$ cat src/hw/rtl/pmc_pkg.sv
// shared types, constants and elaboration-time tables of the poisson mixture component
package pmc_pkg;

  localparam int FRAC_BITS     = 16;
  localparam int RATE_W        = 8 + FRAC_BITS;
  localparam int SUM_W         = 48;
  localparam int LL_W          = 41;
  localparam int WEIGHT_W      = 32;
  localparam int CNT_W         = 6;
  localparam int IDX_W         = 6;
  localparam int LNF_W         = 28;
  localparam int MAX_IDX_DEPTH = 1 << IDX_W;
  localparam int DIV_STEPS     = RATE_W;
  localparam int LN_GUARD      = FRAC_BITS + 2;
  localparam int RND_SHIFT     = LN_GUARD + 30 - FRAC_BITS;
  localparam int STEP_W        = 5;
  localparam int NEURONS_DEF   = 64;
  localparam int MAX_COUNT_DEF = 63;

  localparam logic [29:0] LN2_Q30 = 30'd744261118;
  localparam logic [RATE_W-1:0] RATE_MAX  = {RATE_W{1'b1}};
  localparam logic [RATE_W-1:0] RATE_HALF = RATE_W'(1 << (FRAC_BITS - 1));
  localparam logic signed [LL_W-1:0] LL_MIN = {1'b1, {(LL_W - 1){1'b0}}};

  typedef enum logic [1:0] {
    REQ_ACC    = 2'd0,
    REQ_SCORE  = 2'd1,
    REQ_UPDATE = 2'd2,
    REQ_CLEAR  = 2'd3
  } req_e;

  typedef enum logic [3:0] {
    ST_IDLE,
    ST_ACC_RD,
    ST_ACC_WR,
    ST_SC_RD,
    ST_SC_MUL,
    ST_SC_ADD,
    ST_UPD_RD,
    ST_UPD_DIV_INIT,
    ST_UPD_DIV,
    ST_UPD_LN_INIT,
    ST_UPD_SQ,
    ST_UPD_NORM,
    ST_UPD_LN_MUL,
    ST_UPD_WR,
    ST_RESP
  } state_e;

  typedef struct packed {
    logic latch;
    logic acc_rd;
    logic acc_wr;
    logic sc_mul;
    logic sc_add;
    logic div_init;
    logic div_step;
    logic ln_init;
    logic sq_mul;
    logic sq_norm;
    logic ln_mul;
    logic upd_wr;
    logic respond;
  } ctrl_t;

  typedef struct packed {
    logic norm_zero;
    logic last_entry;
  } stat_t;

  typedef logic [LNF_W-1:0] lnf_tab_t [0:255];

  // natural log of an unsigned q8.16 rate, elaboration use only
  function automatic logic signed [RATE_W-1:0] fx_ln_c(input logic [63:0] r);
    logic [63:0] rr;
    logic [63:0] m;
    logic [63:0] mag;
    logic [63:0] prod;
    logic [63:0] rnd;
    longint lg;
    int p;
    rr = r & 64'(RATE_MAX);
    p = 0;
    if (rr == 64'd0) return '0;
    for (int i = 0; i < RATE_W; i++) if (rr[i]) p = i;
    m = rr << (31 - p);
    lg = longint'(p - FRAC_BITS) * (longint'(1) << LN_GUARD);
    for (int i = LN_GUARD - 1; i >= 0; i--) begin
      m = (m * m) >> 31;
      if (m >= 64'h1_0000_0000) begin
        m = m >> 1;
        lg = lg + (longint'(1) << i);
      end
    end
    mag = (lg < 0) ? 64'(-lg) : 64'(lg);
    prod = mag * 64'(LN2_Q30);
    rnd = (prod + (64'd1 << (RND_SHIFT - 1))) >> RND_SHIFT;
    return (lg < 0) ? -RATE_W'(rnd) : RATE_W'(rnd);
  endfunction

  function automatic lnf_tab_t build_lnfact();
    lnf_tab_t tab;
    longint acc;
    acc = 0;
    for (int k = 0; k < 256; k++) begin
      if (k >= 2) acc = acc + longint'(fx_ln_c(64'(k) << FRAC_BITS));
      tab[k] = LNF_W'(acc);
    end
    return tab;
  endfunction

  localparam logic signed [RATE_W-1:0] LN_HALF = fx_ln_c(64'd1 << (FRAC_BITS - 1));
  localparam lnf_tab_t LN_FACT = build_lnfact();

endpackage

$ cat src/hw/rtl/pmc_ctrl.sv
// request sequencer of the poisson mixture component
module pmc_ctrl (
  input  logic           clk_i,
  input  logic           rst_ni,
  input  logic           start_i,
  input  logic [1:0]     req_type_i,
  input  pmc_pkg::stat_t st_i,
  output logic           busy_o,
  output pmc_pkg::ctrl_t cmd_o
);
  import pmc_pkg::*;

  state_e state_q, state_d;
  logic [STEP_W-1:0] step_q, step_d;

  always_ff @(posedge clk_i or negedge rst_ni) begin
    if (!rst_ni) begin
      state_q <= ST_IDLE;
      step_q  <= '0;
    end else begin
      state_q <= state_d;
      step_q  <= step_d;
    end
  end

  always_comb begin
    state_d = state_q;
    step_d  = step_q;
    unique case (state_q)
      ST_IDLE: begin
        if (start_i) begin
          unique case (req_e'(req_type_i))
            REQ_ACC:    state_d = ST_ACC_RD;
            REQ_SCORE:  state_d = ST_SC_RD;
            REQ_UPDATE: state_d = st_i.norm_zero ? ST_RESP : ST_UPD_RD;
            REQ_CLEAR:  state_d = ST_RESP;
            default:    state_d = ST_IDLE;
          endcase
        end
      end
      ST_ACC_RD:       state_d = ST_ACC_WR;
      ST_ACC_WR:       state_d = ST_RESP;
      ST_SC_RD:        state_d = ST_SC_MUL;
      ST_SC_MUL:       state_d = ST_SC_ADD;
      ST_SC_ADD:       state_d = ST_RESP;
      ST_UPD_RD:       state_d = ST_UPD_DIV_INIT;
      ST_UPD_DIV_INIT: begin
        state_d = ST_UPD_DIV;
        step_d  = '0;
      end
      ST_UPD_DIV: begin
        step_d = step_q + STEP_W'(1);
        if (step_q == STEP_W'(DIV_STEPS - 1)) state_d = ST_UPD_LN_INIT;
      end
      ST_UPD_LN_INIT: begin
        state_d = ST_UPD_SQ;
        step_d  = '0;
      end
      ST_UPD_SQ:       state_d = ST_UPD_NORM;
      ST_UPD_NORM: begin
        step_d = step_q + STEP_W'(1);
        state_d = (step_q == STEP_W'(LN_GUARD - 1)) ? ST_UPD_LN_MUL : ST_UPD_SQ;
      end
      ST_UPD_LN_MUL:   state_d = ST_UPD_WR;
      ST_UPD_WR:       state_d = st_i.last_entry ? ST_RESP : ST_UPD_RD;
      ST_RESP:         state_d = ST_IDLE;
      default:         state_d = ST_IDLE;
    endcase
  end

  always_comb begin
    cmd_o          = '0;
    cmd_o.latch    = (state_q == ST_IDLE) && start_i;
    cmd_o.acc_rd   = (state_q == ST_ACC_RD);
    cmd_o.acc_wr   = (state_q == ST_ACC_WR);
    cmd_o.sc_mul   = (state_q == ST_SC_MUL);
    cmd_o.sc_add   = (state_q == ST_SC_ADD);
    cmd_o.div_init = (state_q == ST_UPD_DIV_INIT);
    cmd_o.div_step = (state_q == ST_UPD_DIV);
    cmd_o.ln_init  = (state_q == ST_UPD_LN_INIT);
    cmd_o.sq_mul   = (state_q == ST_UPD_SQ);
    cmd_o.sq_norm  = (state_q == ST_UPD_NORM);
    cmd_o.ln_mul   = (state_q == ST_UPD_LN_MUL);
    cmd_o.upd_wr   = (state_q == ST_UPD_WR);
    cmd_o.respond  = (state_q == ST_RESP);
    busy_o         = (state_q != ST_IDLE);
  end

endmodule

$ cat config.mk
export PLATFORM = sky130hd
export DESIGN_NAME = pmc_ctrl
export DESIGN_NICKNAME = d
export VERILOG_FILES = /design/src/hw/rtl/pmc_pkg.sv /design/src/hw/rtl/pmc_ctrl.sv
export SDC_FILE = /design/constraint.sdc
export NUM_CORES = 1
export LEC_CHECK = 0
export BUFFER_PORTS_ARGS = -buffer_cell sky130_fd_sc_hd__buf_2
export CORE_MARGIN = 8
export CORE_UTILIZATION = 45
export DETAILED_ROUTE_END_ITERATION = 8
export PLACE_DENSITY = 0.66
export SETUP_SLACK_MARGIN = 0.02
export SLEW_MARGIN = 20
export SYNTH_ARGS = -nofsm -noshare
export SYNTH_HDL_FRONTEND = slang
export SYNTH_SLANG_ARGS = --single-unit
$ cat constraint.sdc
create_clock -name clk_i -period 4.8 [get_ports clk_i]
set_input_delay 0.24 -clock clk_i [delete_from_list [all_inputs] [get_ports clk_i]]
set_output_delay 0.24 -clock clk_i [all_outputs]
set_load 0.05 [all_outputs]
==> impl_metrics.json <==
{
  "fin_crit_ps": 2020,
  "path_class": "register to output port",
  "worstPathArrival_ps": 1780,
  "slew_headroom_pct": 64.2,
  "cts-resized-gates": 0,
  "synth_area_um2": 805,
  "skew_ps": 1.35,
  "clock-sinks": 9,
  "timing.final.max_slew_violations": 0,
  "seqCellArea_um2": 225,
  "final-hold-violation-count": 0,
  "wl_per_cell_um": 15.6,
  "r2r_start": "step_q[0]$_DFFE_PN0P_",
  "wirelength_um": 2280,
  "first_global_vias": 831,
  "numCtsBuffers": 3,
  "avgSynthCellArea_um2": 7.89,
  "fin_setup_tns_ps": 0,
  "leakage_nw": 0.410,
  "postLayoutCoreUtil_pct": 54.2,
  "grt_overflow": 0,
  "postCtsSetupRepairBufs": 0,
  "synth_cell_types": 35,
  "ios": 21,
  "clk_pin_slew_ps": 70,
  "fillCellCount": 171,
  "grt_usage_pct": 14.3,
  "rows": 15,
  "hpwl_um": 1600,
  "power.total_mw": 0.669,
  "hold_depth": 3,
  "drive_gt1_share_pct": 24.0,
  "routed_via_density": 5.86,
  "synth_seq_cells": 9,
  "drcViolationCount": 0,
  "setup-violations-final": 0,
  "cp.required_ps": 4560,
  "max_cap_violations": 0,
  "syn_inst": 102,
  "start_util_pct": 47.1,
  "io_buffers": 20,
  "cts-htree-levels": 1,
  "synth_fp_nets": 111,
  "worst_pin_slew_ps": 537,
  "status": "complete, no violations",
  "r2r-end": "state_q[3]$_DFFE_PN0P_",
  "endpoint_kind": "output port",
  "grt_pass1_wl_um": 3900,
  "cts_tree": "built",
  "placed_area_um2": 890,
  "synth_edf_count": 0,
  "multi_input_area_um2": 522,
  "yosysWarnings": 0,
  "hold_class": "primary input to register",
  "dr.pass1.iters": 4,
  "area_growth_pct": 15.1,
  "ant_nets": 0,
  "ff2ff_path_depth": 5,
  "rsz0062_at_grt": "false",
  "grt_max_degree": 18,
  "antenna_found_initial": 0,
  "fmax_ghz": 0.495,
  "fin_area_um2": 926,
  "clockBufferDepth": 2,
  "die_area_mm2": 0.00340,
  "core_area_mm2": 0.00171,
  "drt_iter0_drc": 27,
  "final_cell_mix": "buf_2 (20), nor2_1 (16), dfrtp_1 (9)",
  "yosysSeqAreaShare_pct": 28.0,
  "cts.hold.buffers_added": 1,
  "powerDensity_mw_per_mm2": 722,
  "die_height_um": 58.3,
  "async_flop_share_pct": 100,
  "ys.flop_type": "dfrtp_1",
  "nets": 131,
  "die_x_um": 58.3,
  "endpoint": "cmd_o[6]",
  "post-route-period-util_pct": 42.1,
  "peakVddDrop_v": 0.000390,
  "crit_path_start_kind": "register",
  "path_max_fanout": 15,
  "ff2ff_setup_slack_ps": 2930,
  "critical_path.startpoint": "state_q[3]$_DFFE_PN0P_",
  "layout_commonest_cell": "buf_2",
  "vias": 855,
  "clk_latency_ps": 270,
  "cts-root-buf": "clkbuf_4",
  "place_congestion": 0.806,
  "antennaDiodeCount": 0
}
## logic make-up after synthesis
logic type / count (synthesis) / share of synthesized area, %
compound gates: 29 / 26.4
fa+ha+maj: 3 / 4.35
buf+inv: 9 / 7.15
flops: 9 / 28.0
mux: 2 / 2.49
simple gates: 50 / 31.6
## power by group
part	total [mW]	internal [mW]	switching, mW	leakage (nW)
clock network	0.0641	0.0322	0.0319	0.0150
logic	0.404	0.140	0.264	0.281
registers	0.201	0.105	0.0964	0.114
## per-stage QoR
step	cells	setup slack, ps	hold WS (ps)
CTS	146	2770	275
finish	146	2780	279
global route	146	2690	301
floorplan	102	2840	-55.6
global placement	141	3040	114
detailed placement	141	2970	114
## per-layer routing
| layer | vias to the layer above | global-route usage, % | part of all wire, % | routed length (um) |
|---|---|---|---|---|
| met5 | - | 0 | 0 | 0 |
| met4 | 0 | 5.59 | 0.53 | 12 |
| met3 | 2 | 5.08 | 5.8 | 133 |
| met2 | 37 | 24.1 | 52 | 1180 |
| met1 | 404 | 15.9 | 42 | 953 |
| li1 | 412 | - | - | - |
## registers in the layout, indices dropped and copies added, names as in the netlist
signal / flops
state_q: 4
step_q: 5
## cell type report
| cell class | count | share of cell area [%] |
|---|---|---|
| Clock buffer | 4 | 2.84 |
| Tap cell | 25 | 3.38 |
| Timing Repair Buffer | 21 | 11.9 |
| Sequential cell | 9 | 24.3 |
| Inverter | 3 | 1.22 |
| Multi-Input combinational cell | 84 | 56.4 |
## critical path: stages (launching register included)
cell and delay (ps):
dfrtp_1 650, nand2b_1 350, nor2_1 220, buf_2 290
## cell usage after synthesis, types with 3 or more instances
library cell / number / share of area (%)
dfrtp_1: 9 / 28
nand2_1: 8 / 3.7
nor3_1: 7 / 4.4
buf_4: 4 / 3.7
nand3_1: 3 / 1.9
a21oi_1: 6 / 3.7
nor2b_1: 4 / 3.1
nor2_1: 16 / 7.5
inv_1: 3 / 1.4
o21ai_0: 8 / 5.0
## how the worst min path moves through the flow
stage                                   to  slack, ps     startpoint
CTS                 state_q[0]$_DFFE_PN0P_        270  req_type_i[1]
global route        state_q[0]$_DFFE_PN0P_        300  req_type_i[1]
floorplan           state_q[0]$_DFFE_PN0P_        -60         rst_ni
global placement     step_q[3]$_DFFE_PN0P_        110         rst_ni
detailed placement   step_q[2]$_DFFE_PN0P_        110         rst_ni
finish              state_q[0]$_DFFE_PN0P_        280  req_type_i[1]
(Power assumes the default switching activity.)
